[src/sv/tpool_pkg.sv]
// tpool_pkg: shared types and constants for the one-shot timer pool
// no dependencies; compiled before every other file of the block
package tpool_pkg;

    localparam int PERIOD_W    = 32;
    localparam int SLOT_W      = 8;
    localparam int PERIOD_STEP = 10;

    typedef enum logic [1:0] {
        OP_TICK   = 2'd0,
        OP_START  = 2'd1,
        OP_STOP   = 2'd2,
        OP_STATUS = 2'd3
    } opcode_t;

    typedef enum logic [1:0] {
        KIND_EXPIRY = 2'd0,
        KIND_START  = 2'd1,
        KIND_STOP   = 2'd2,
        KIND_STATUS = 2'd3
    } kind_t;

    // access to the remaining-count memory
    typedef struct packed {
        logic                rd_en;
        logic                wr_en;
        logic [SLOT_W-1:0]   addr;
        logic [PERIOD_W-1:0] wr_data;
    } mem_req_t;

    // status of the serial remainder checker
    typedef struct packed {
        logic done;
        logic ok;
    } mod_stat_t;

endpackage

[src/sv/tpool_req_if.sv]
// tpool_req_if: request channel of the timer pool (opcode, period, slot id)
// depends on tpool_pkg for field widths
interface tpool_req_if;
    import tpool_pkg::*;

    logic                valid;
    logic                ready;
    logic [1:0]          opcode;
    logic [PERIOD_W-1:0] period;
    logic [SLOT_W-1:0]   slot_id;

    modport source (output valid, output opcode, output period, output slot_id, input ready);
    modport sink   (input valid, input opcode, input period, input slot_id, output ready);
endinterface

[src/sv/tpool_rsp_if.sv]
// tpool_rsp_if: result channel of the timer pool (kind, slot, ok, running, last)
// depends on tpool_pkg for field widths
interface tpool_rsp_if;
    import tpool_pkg::*;

    logic              valid;
    logic              ready;
    logic [1:0]        kind;
    logic [SLOT_W-1:0] slot;
    logic              ok;
    logic              running;
    logic              last;

    modport source (output valid, output kind, output slot, output ok, output running,
                    output last, input ready);
    modport sink   (input valid, input kind, input slot, input ok, input running,
                    input last, output ready);
endinterface

[src/sv/tpool_mod10.sv]
// tpool_mod10: remainder-by-ten check of a start period
// nibble sum registered on start, then fold and compare-subtract on the registered sum
// depends on tpool_pkg
module tpool_mod10 (
    input  logic                          clk,
    input  logic                          rst_n,
    input  logic                          start,
    input  logic [tpool_pkg::PERIOD_W-1:0] value,
    output tpool_pkg::mod_stat_t          stat
);
    import tpool_pkg::*;

    localparam int NIBBLES   = PERIOD_W / 4;
    localparam int SUM_W     = $clog2(NIBBLES * 15 + 1);
    localparam int HALF_STEP = PERIOD_STEP / 2;

    logic             busy_reg, busy_next;
    logic [SUM_W-1:0] sum_reg, sum_next;
    logic             even_reg, even_next;
    logic             nz_reg, nz_next;
    logic             ok_reg, ok_next;
    logic [SUM_W-1:0] nib_sum;
    logic [4:0]       fold;
    logic [4:0]       rem_a;
    logic [4:0]       rem_b;
    logic [4:0]       rem_c;

    // 16 is 1 mod 5, so the value and its nibble sum agree mod 5
    always_comb
    begin
        nib_sum = '0;
        for (int i = 0; i < NIBBLES; i++)
            nib_sum = nib_sum + SUM_W'(value[4*i +: 4]);
    end

    // same trick once more on the 7-bit sum, at most 7 + 15
    assign fold  = 5'(sum_reg[SUM_W-1:4]) + 5'(sum_reg[3:0]);
    assign rem_a = (fold >= 5'(3 * HALF_STEP)) ? fold - 5'(3 * HALF_STEP) : fold;
    assign rem_b = (rem_a >= 5'(HALF_STEP)) ? rem_a - 5'(HALF_STEP) : rem_a;
    assign rem_c = (rem_b >= 5'(HALF_STEP)) ? rem_b - 5'(HALF_STEP) : rem_b;

    always_comb
    begin
        busy_next = busy_reg;
        sum_next  = sum_reg;
        even_next = even_reg;
        nz_next   = nz_reg;
        ok_next   = ok_reg;
        if (start)
        begin
            busy_next = 1'b1;
            sum_next  = nib_sum;
            even_next = !value[0];
            nz_next   = |value;
            ok_next   = 1'b0;
        end
        else if (busy_reg)
        begin
            // multiple of ten: even, nonzero and a multiple of five
            ok_next   = even_reg && nz_reg && (rem_c == '0);
            busy_next = 1'b0;
        end
    end

    always_ff @(posedge clk or negedge rst_n)
    begin
        if (!rst_n)
        begin
            busy_reg <= 1'b0;
            sum_reg  <= '0;
            even_reg <= 1'b0;
            nz_reg   <= 1'b0;
            ok_reg   <= 1'b0;
        end
        else
        begin
            busy_reg <= busy_next;
            sum_reg  <= sum_next;
            even_reg <= even_next;
            nz_reg   <= nz_next;
            ok_reg   <= ok_next;
        end
    end

    assign stat.done = !busy_reg;
    assign stat.ok   = ok_reg;

endmodule

[src/sv/tpool_rem_mem.sv]
// tpool_rem_mem: remaining-tick store, one write and one registered read port
// depends on tpool_pkg for the access struct
module tpool_rem_mem #(
    parameter int SLOTS = 8
) (
    input  logic                           clk,
    input  tpool_pkg::mem_req_t            req,
    output logic [tpool_pkg::PERIOD_W-1:0] rd_data
);
    import tpool_pkg::*;

    localparam int IDX_W = (SLOTS > 1) ? $clog2(SLOTS) : 1;

    logic [PERIOD_W-1:0] mem [SLOTS];
    logic [PERIOD_W-1:0] rd_data_reg;

    always_ff @(posedge clk)
    begin
        if (req.wr_en)
            mem[req.addr[IDX_W-1:0]] <= req.wr_data;
        if (req.rd_en)
            rd_data_reg <= mem[req.addr[IDX_W-1:0]];
    end

    assign rd_data = rd_data_reg;

endmodule

[src/sv/one_shot_timer_pool.sv]
// one_shot_timer_pool: top level, sequencer and slot state of the timer pool
// depends on tpool_pkg, tpool_req_if, tpool_rsp_if, tpool_mod10, tpool_rem_mem
//
// usage
//   req channel: one beat per operation (tick, start, stop, status); ready is
//   high only while the sequencer is idle, one operation is in flight at a time
//   rsp channel: start, stop and status give one beat each with last set; a
//   tick gives one expiry beat per slot that reached zero, in ascending slot
//   order, last set on the final one, and no beat when nothing expires
// sequencing, from the accepted request to the loaded result
//   stop and status: straight to the reply; start: the free-slot scan of one
//   slot per cycle, with the remainder-by-ten check running alongside
//   tick: idle slots are stepped past, each running slot takes a memory read,
//   then decrement and write back through the single port pair, and a closing step
//   reset: all slots idle; the remaining-count memory needs no clearing pass
//   since a slot's count is always written by its start before it is read
//   stall: results sit in one output register; a tick sweep pauses while a
//   held expiry cannot be handed on, and a new request is accepted as soon as
//   the previous result is loaded, even if the receiver has not taken it yet
module one_shot_timer_pool #(
    parameter int SLOTS = 8
) (
    input  logic       clk,
    input  logic       rst_n,
    tpool_req_if.sink   req,
    tpool_rsp_if.source rsp
);
    import tpool_pkg::*;

    localparam int IDX_W = (SLOTS > 1) ? $clog2(SLOTS) : 1;
    localparam int CNT_W = (IDX_W > 1) ? IDX_W : 1;

    typedef enum logic [2:0] {
        S_IDLE,
        S_TICK_RD,
        S_TICK_WB,
        S_TICK_END,
        S_START,
        S_REPLY
    } state_t;

    state_t              state_reg, state_next;
    logic [CNT_W-1:0]    cnt_reg, cnt_next;       // slot pointer for sweeps and scan
    opcode_t             op_reg, op_next;
    logic [PERIOD_W-1:0] period_reg, period_next;
    logic [SLOT_W-1:0]   id_reg, id_next;
    logic                scan_done_reg, scan_done_next;
    logic                found_reg, found_next;
    logic [SLOTS-1:0]    running_reg, running_next;
    logic                pend_valid_reg, pend_valid_next;  // expiry held back for last marker
    logic [SLOT_W-1:0]   pend_slot_reg, pend_slot_next;
    logic                out_valid_reg, out_valid_next;
    kind_t               out_kind_reg, out_kind_next;
    logic [SLOT_W-1:0]   out_slot_reg, out_slot_next;
    logic                out_ok_reg, out_ok_next;
    logic                out_run_reg, out_run_next;
    logic                out_last_reg, out_last_next;

    mem_req_t            mem_req;
    logic [PERIOD_W-1:0] mem_rd;
    logic                mod_start;
    mod_stat_t           mod_stat;

    logic                out_free;
    logic                last_idx;
    logic                cur_run;
    logic [PERIOD_W-1:0] dec;
    logic                expire;
    logic                id_ok;
    logic                id_run;
    logic                start_ok;

    tpool_mod10 u_mod10 (
        .clk   (clk),
        .rst_n (rst_n),
        .start (mod_start),
        .value (req.period),
        .stat  (mod_stat)
    );

    tpool_rem_mem #(
        .SLOTS (SLOTS)
    ) u_rem_mem (
        .clk     (clk),
        .req     (mem_req),
        .rd_data (mem_rd)
    );

    // shared compare / decrement datapath
    assign out_free = !out_valid_reg || rsp.ready;
    assign last_idx = (cnt_reg == CNT_W'(SLOTS - 1));
    assign cur_run  = running_reg[cnt_reg[IDX_W-1:0]];
    assign dec      = mem_rd - 1'b1;
    assign expire   = (dec == '0);
    assign id_ok    = (id_reg < SLOT_W'(SLOTS));
    assign id_run   = id_ok && running_reg[id_reg[IDX_W-1:0]];
    assign start_ok = found_reg && mod_stat.ok;

    always_comb
    begin
        state_next      = state_reg;
        cnt_next        = cnt_reg;
        op_next         = op_reg;
        period_next     = period_reg;
        id_next         = id_reg;
        scan_done_next  = scan_done_reg;
        found_next      = found_reg;
        running_next    = running_reg;
        pend_valid_next = pend_valid_reg;
        pend_slot_next  = pend_slot_reg;
        out_valid_next  = out_valid_reg && !rsp.ready;
        out_kind_next   = out_kind_reg;
        out_slot_next   = out_slot_reg;
        out_ok_next     = out_ok_reg;
        out_run_next    = out_run_reg;
        out_last_next   = out_last_reg;
        mem_req         = '0;
        mod_start       = 1'b0;

        case (state_reg)
            S_IDLE:
            begin
                if (req.valid)
                begin
                    op_next     = opcode_t'(req.opcode);
                    period_next = req.period;
                    id_next     = req.slot_id;
                    cnt_next    = '0;
                    case (opcode_t'(req.opcode))
                        OP_TICK:
                        begin
                            state_next = S_TICK_RD;
                        end
                        OP_START:
                        begin
                            mod_start      = 1'b1;
                            scan_done_next = 1'b0;
                            found_next     = 1'b0;
                            state_next     = S_START;
                        end
                        default:
                        begin
                            state_next = S_REPLY;
                        end
                    endcase
                end
            end

            S_TICK_RD:
            begin
                if (cur_run)
                begin
                    mem_req.rd_en = 1'b1;
                    mem_req.addr  = SLOT_W'(cnt_reg);
                    state_next    = S_TICK_WB;
                end
                else if (last_idx)
                    state_next = S_TICK_END;
                else
                    cnt_next = cnt_reg + 1'b1;
            end

            S_TICK_WB:
            begin
                // hold the whole step if a new expiry would push out a held one
                // while the output register is still full
                if (!(expire && pend_valid_reg && !out_free))
                begin
                    mem_req.wr_en   = 1'b1;
                    mem_req.addr    = SLOT_W'(cnt_reg);
                    mem_req.wr_data = dec;
                    if (expire)
                    begin
                        running_next[cnt_reg[IDX_W-1:0]] = 1'b0;
                        pend_valid_next = 1'b1;
                        pend_slot_next  = SLOT_W'(cnt_reg);
                        if (pend_valid_reg)
                        begin
                            out_valid_next = 1'b1;
                            out_kind_next  = KIND_EXPIRY;
                            out_slot_next  = pend_slot_reg;
                            out_ok_next    = 1'b1;
                            out_run_next   = 1'b0;
                            out_last_next  = 1'b0;
                        end
                    end
                    if (last_idx)
                        state_next = S_TICK_END;
                    else
                    begin
                        cnt_next   = cnt_reg + 1'b1;
                        state_next = S_TICK_RD;
                    end
                end
            end

            S_TICK_END:
            begin
                if (!pend_valid_reg)
                    state_next = S_IDLE;
                else if (out_free)
                begin
                    out_valid_next  = 1'b1;
                    out_kind_next   = KIND_EXPIRY;
                    out_slot_next   = pend_slot_reg;
                    out_ok_next     = 1'b1;
                    out_run_next    = 1'b0;
                    out_last_next   = 1'b1;
                    pend_valid_next = 1'b0;
                    state_next      = S_IDLE;
                end
            end

            S_START:
            begin
                // lowest idle slot search; cnt stops on the hit
                if (!scan_done_reg)
                begin
                    if (!cur_run)
                    begin
                        found_next     = 1'b1;
                        scan_done_next = 1'b1;
                    end
                    else if (last_idx)
                        scan_done_next = 1'b1;
                    else
                        cnt_next = cnt_reg + 1'b1;
                end
                else if (mod_stat.done)
                    state_next = S_REPLY;
            end

            S_REPLY:
            begin
                if (out_free)
                begin
                    out_valid_next = 1'b1;
                    out_last_next  = 1'b1;
                    out_run_next   = 1'b0;
                    state_next     = S_IDLE;
                    case (op_reg)
                        OP_START:
                        begin
                            out_kind_next = KIND_START;
                            out_ok_next   = start_ok;
                            out_slot_next = start_ok ? SLOT_W'(cnt_reg) : '0;
                            if (start_ok)
                            begin
                                running_next[cnt_reg[IDX_W-1:0]] = 1'b1;
                                mem_req.wr_en   = 1'b1;
                                mem_req.addr    = SLOT_W'(cnt_reg);
                                mem_req.wr_data = period_reg;
                            end
                        end
                        OP_STOP:
                        begin
                            out_kind_next = KIND_STOP;
                            out_ok_next   = id_ok;
                            out_slot_next = id_ok ? id_reg : '0;
                            out_run_next  = id_run;
                            if (id_run)
                            begin
                                running_next[id_reg[IDX_W-1:0]] = 1'b0;
                                mem_req.wr_en   = 1'b1;
                                mem_req.addr    = id_reg;
                                mem_req.wr_data = '0;
                            end
                        end
                        OP_STATUS:
                        begin
                            out_kind_next = KIND_STATUS;
                            out_ok_next   = id_ok;
                            out_slot_next = id_ok ? id_reg : '0;
                            out_run_next  = id_run;
                        end
                        default:
                        begin
                            out_valid_next = 1'b0;
                        end
                    endcase
                end
            end

            default:
            begin
                state_next = S_IDLE;
            end
        endcase
    end

    always_ff @(posedge clk or negedge rst_n)
    begin
        if (!rst_n)
        begin
            state_reg      <= S_IDLE;
            cnt_reg        <= '0;
            op_reg         <= OP_TICK;
            scan_done_reg  <= 1'b0;
            found_reg      <= 1'b0;
            running_reg    <= '0;
            pend_valid_reg <= 1'b0;
            out_valid_reg  <= 1'b0;
        end
        else
        begin
            state_reg      <= state_next;
            cnt_reg        <= cnt_next;
            op_reg         <= op_next;
            scan_done_reg  <= scan_done_next;
            found_reg      <= found_next;
            running_reg    <= running_next;
            pend_valid_reg <= pend_valid_next;
            out_valid_reg  <= out_valid_next;
        end
    end

    // payload registers
    always_ff @(posedge clk)
    begin
        period_reg    <= period_next;
        id_reg        <= id_next;
        pend_slot_reg <= pend_slot_next;
        out_kind_reg  <= out_kind_next;
        out_slot_reg  <= out_slot_next;
        out_ok_reg    <= out_ok_next;
        out_run_reg   <= out_run_next;
        out_last_reg  <= out_last_next;
    end

    assign req.ready   = (state_reg == S_IDLE);
    assign rsp.valid   = out_valid_reg;
    assign rsp.kind    = out_kind_reg;
    assign rsp.slot    = out_slot_reg;
    assign rsp.ok      = out_ok_reg;
    assign rsp.running = out_run_reg;
    assign rsp.last    = out_last_reg;

    // one operation in flight: an accepted beat always leaves idle
    a_busy_after_accept: assert property (@(posedge clk) disable iff (!rst_n)
        req.valid && req.ready |=> !req.ready)
        else $error("request accepted while an operation was still in flight");

    // only a tick sweep produces beats without the last marker
    a_multi_only_expiry: assert property (@(posedge clk) disable iff (!rst_n)
        rsp.valid && !rsp.last |-> rsp.kind == KIND_EXPIRY)
        else $error("non-expiry result without last marker");

    // a refused start reports slot zero
    a_refused_slot_zero: assert property (@(posedge clk) disable iff (!rst_n)
        rsp.valid && rsp.kind == KIND_START && !rsp.ok |-> rsp.slot == '0)
        else $error("refused start carries a nonzero slot");

    // a held expiry exists only while a tick sweep is running
    a_pend_in_tick: assert property (@(posedge clk) disable iff (!rst_n)
        pend_valid_reg |-> (state_reg == S_TICK_RD || state_reg == S_TICK_WB ||
                            state_reg == S_TICK_END))
        else $error("held expiry outside a tick sweep");

    // expiry beats are always ok and never flag running
    a_expiry_fields: assert property (@(posedge clk) disable iff (!rst_n)
        rsp.valid && rsp.kind == KIND_EXPIRY |-> rsp.ok && !rsp.running)
        else $error("malformed expiry result");

endmodule
[src/flat_wrapper.sv]
// flat-port wrapper written by rule: the top's interface ports become plain ports
module one_shot_timer_pool_flat import tpool_pkg::*;
#(
    parameter int SLOTS = 8
)
  (clk, rst_n, req_valid, req_opcode, req_period, req_slot_id, req_ready, rsp_valid, rsp_kind, rsp_slot, rsp_ok, rsp_running, rsp_last, rsp_ready);
  tpool_req_if req_i ();
  tpool_rsp_if rsp_i ();
  input  logic clk;
  input  logic rst_n;
  input wire logic [$bits(req_i.valid)-1:0] req_valid;
  input wire logic [$bits(req_i.opcode)-1:0] req_opcode;
  input wire logic [$bits(req_i.period)-1:0] req_period;
  input wire logic [$bits(req_i.slot_id)-1:0] req_slot_id;
  output wire logic [$bits(req_i.ready)-1:0] req_ready;
  output wire logic [$bits(rsp_i.valid)-1:0] rsp_valid;
  output wire logic [$bits(rsp_i.kind)-1:0] rsp_kind;
  output wire logic [$bits(rsp_i.slot)-1:0] rsp_slot;
  output wire logic [$bits(rsp_i.ok)-1:0] rsp_ok;
  output wire logic [$bits(rsp_i.running)-1:0] rsp_running;
  output wire logic [$bits(rsp_i.last)-1:0] rsp_last;
  input wire logic [$bits(rsp_i.ready)-1:0] rsp_ready;
  assign req_i.valid = req_valid;
  assign req_i.opcode = req_opcode;
  assign req_i.period = req_period;
  assign req_i.slot_id = req_slot_id;
  assign req_ready = req_i.ready;
  assign rsp_valid = rsp_i.valid;
  assign rsp_kind = rsp_i.kind;
  assign rsp_slot = rsp_i.slot;
  assign rsp_ok = rsp_i.ok;
  assign rsp_running = rsp_i.running;
  assign rsp_last = rsp_i.last;
  assign rsp_i.ready = rsp_ready;
  one_shot_timer_pool #(.SLOTS(SLOTS)) u_core (.clk(clk), .rst_n(rst_n), .req(req_i), .rsp(rsp_i));
endmodule
[config.mk]
export PLATFORM = sky130hd
export DESIGN_NAME = one_shot_timer_pool_flat
export DESIGN_NICKNAME = d
export VERILOG_FILES = /design/src/sv/tpool_pkg.sv /design/src/sv/tpool_req_if.sv /design/src/sv/tpool_rsp_if.sv /design/src/sv/tpool_mod10.sv /design/src/sv/tpool_rem_mem.sv /design/src/sv/one_shot_timer_pool.sv /design/src/flat_wrapper.sv
export SDC_FILE = /design/constraint.sdc
export NUM_CORES = 1
export LEC_CHECK = 0
export BUFFER_PORTS_ARGS = -buffer_cell sky130_fd_sc_hd__clkbuf_2
export CAP_MARGIN = 20
export CORE_MARGIN = 2
export CORE_UTILIZATION = 40
export CTS_CLUSTER_DIAMETER = 50
export DETAILED_ROUTE_END_ITERATION = 12
export GPL_ROUTABILITY_DRIVEN = 0
export PLACE_DENSITY = 0.58
export SLEW_MARGIN = 40
export SYNTH_ARGS = -nofsm -noshare
export SYNTH_HDL_FRONTEND = slang
export SYNTH_HIERARCHICAL = 1
export SYNTH_SLANG_ARGS = --single-unit
export TNS_END_PERCENT = 10
[constraint.sdc]
create_clock -name clk -period 5.78 [get_ports clk]
set_input_delay 1.156 -clock clk [delete_from_list [all_inputs] [get_ports clk]]
set_output_delay 1.156 -clock clk [all_outputs]
set_load 0.05 [all_outputs]
==> metrics <==
Reg-to-Reg End u_core/u_rem_mem/rd_data[22]$_DFFE_PP_; Clock Latency Late Sink 0.55 ns; Leakage approximately 6.7 nW; Post-Layout Cell Count 1,859; final setup vio count 0; Total Routing Usage GR 0.1881; Post-synth EDFFs 344; Starting Density 0.4035; # hold bufs at CTS 0; sequential share of power 0.384; area delta synth->final 15.11%; Psw 3.185 mW; Hold Path Sink u_core/found_reg$_DFFE_PN0P_; WL/cell 22.25 um; final max-slew violation count 0; CP endpoint kind flip-flop; Die H roughly 210 um; root buffer cell clkbuf_16; outcome completed; Resized Gates After CTS 0; first-pass GRT wire length approximately 63,000 um; largest net degree at the start of global routing 45; max reg flops 256; hold-critical path depth 2; final core utilization 0.4645; most common cell after layout, fill and taps aside edfxtp_1; Routed Antenna Nets 0; Reg-to-Reg Start u_core/u_rem_mem/rd_data[4]$_DFFE_PP_; R2R depth 12; CTS sink count approximately 380; P_int roughly 6.2 mW; Synth Register Bits 375; vias in the first global route 10,160; CP Launch Type flip-flop; Tmin final 5.339 ns; Max-Cap Viols 0; TritonCTS buffer count 42; Comb pwr share 0.326; Hold WC Path Type reg2reg; hold path startpoint u_core/found_reg$_DFFE_PN0P_; Core ar. between 0.04 and 0.05 mm2; Pre-antenna DRT Iters 5; period utilisation layout 0.9238; fmax 187.3 MHz; First DRT Iteration DRCs 1,168; CTS tree done; storage element area ~0.011 mm2; IO Count 61; Detail Placement HPWL 27,310 um; post-synth cell types 84; Avg Synthesized Cell Area between 15 and 20 um2; Tightest Pin Transition between 0.8 and 0.9 ns; maximum vdd drop 480.9 uV; Synth warnings 6; PortBufs 60; Worst Path Arrival 5.62 ns; Critical Path RT 6.06 ns; CTS Buffer Depth 3; sequential share of the synthesized area 0.6403; CP Class reg2reg; Critical path origin u_core/u_rem_mem/rd_data[4]$_DFFE_PP_; row cnt 76; Multi-input gate area 0.005883 mm2; final setup TNS 0 ns; initial antenna violation count 0; sw frac 0.3383; Mapped Cells around 1,200; Die W 212.2 um; Placed Cells 1,778; vias 10,200; worst rel slew slack 0.4413; Layout fillers 3,839; power per cell area 471.6 mW/mm2; antenna fix cells 0; Async S/R FF share, synth 0.08267; Clk pwr share 0.290; GRT overflow 0; synthesized area 0.01734 mm2; vias per cell 5.489; final wirelength 41,370 um; Worst R2R Setup Slack 0.44 ns; Hold Fails Final Rpt 0; crit-path max FO 29; Clk pin slew, worst setup/hold paths 0.06 ns; RSZ-0062 raised after global routing no; DRC viols 0; Clock Skew 0.02067 ns; fraction of layout cells with a size suffix above 1 0.1931; Total Nets Final 1,335; Die Area roughly 0.045 mm2; commonest cells after routing, fill and taps aside 344 x edfxtp_1, 81 x nand2_1, 59 x clkbuf_2, 58 x nor2_1, 47 x inv_1; Main synth FF type edfxtp_1; H-tree depth 2
[repair_timing]
action	4_1_cts	5_1_grt
hold endpoints to repair	0	0
setup buffers	0	6
endpoints found under the setup margin	0	25
[worst max-delay path by stage]
stage	end	slack (ns)	cells after the start
floorplan	u_core/u_rem_mem/mem[0][0]$_DFFE_PP_	-0.43	14
global placement	u_core/u_rem_mem/rd_data[14]$_DFFE_PP_	0.41	12
detailed placement	u_core/u_rem_mem/rd_data[25]$_DFFE_PP_	0.23	12
CTS	u_core/u_rem_mem/rd_data[25]$_DFFE_PP_	0.25	12
global route	u_core/u_rem_mem/rd_data[23]$_DFFE_PP_	0.03	12
finish	u_core/u_rem_mem/rd_data[22]$_DFFE_PP_	0.44	12
[power by group through the flow]
stage	sequential, mW	clock, mW	combinational (mW)
final	3.61	2.73	3.07
after global routing	3.65	2.88	3.40
after CTS	3.61	2.79	3.05
after detailed placement	3.66	0	3.02
after global placement	3.66	0	2.98
after floorplan	3.61	0	2.36
[critical path, stage by stage, from the launching register on]
cell,delay [ns]
edfxtp_1,0.49
or4_1,0.72
nor4_1,0.63
o21ai_0,0.24
a211oi_1,0.59
nor4_4,0.15
a21oi_1,0.28
nor3_1,0.11
buf_4,0.18
o21ai_4,0.52
buf_4,0.52
mux4_2,0.37
mux2_2,0.27
[cells by family (layout without fill, tap and decap cells)]
group | Yosys count | count (layout) | share of synthesized area
AO/OA/AOI/OAI | 187 | 187 | 0.06861
XOR/XNOR | 36 | 36 | 0.01941
adder cells (fa/ha/maj) | 46 | 46 | 0.04357
buffers and inverters | 103 | 217 | 0.02712
flip-flops | 375 | 375 | 0.6403
multiplexers | 112 | 112 | 0.1122
other | 1 | 5 | 0.0002162
AND/OR/NAND/NOR | 296 | 296 | 0.08852
[synthesized netlist by cell type (22+ instances only)]
cell / count / area share
nand2_1: 81 / 0.018
mux4_1: 41 / 0.062
nor2_1: 64 / 0.014
nor4_1: 26 / 0.0094
a21oi_1: 42 / 0.012
edfxtp_1: 344 / 0.60
dfrtp_1: 31 / 0.045
inv_1: 48 / 0.010
o21ai_1: 34 / 0.0098
mux2_2: 37 / 0.024
mux2i_1: 25 / 0.014
clkbuf_1: 27 / 0.0058
xnor2_1: 25 / 0.013
o21ai_0: 26 / 0.0075
ha_1: 22 / 0.016
nor3_1: 31 / 0.0089
fa_1: 24 / 0.028
[per-stage QoR]
stage               instance area [um2]  hold slack (ns)  setup slack [ns]  power, mW
finish                            19960           0.5015            0.4406      9.415
floorplan                         17360           0.4487           -0.4290      5.966
CTS                               19890           0.5073            0.2482      9.449
global route                      19960           0.5254           0.02837      9.932
global placement                  18460           0.4848            0.4066      6.637
detailed placement                18470           0.4940            0.2272      6.682
[layer usage]
layer | wire length (um) | global-route usage
met5 | 0 | 0
met4 | 762 | 0.04437
met3 | 1961 | 0.02526
met2 | 19800 | 0.3030
met1 | 18840 | 0.2727
[layout make-up]
cell class	count	area share
clock buffers	49	0.05703
clock inverters	26	0.01435
inverters	50	0.009401
multi-input cells	682	0.2947
flip-flops and latches	375	0.5563
well taps	585	0.03666
repair buffers	92	0.03159
No activity file was read; power rests on OpenSTA's default activity.
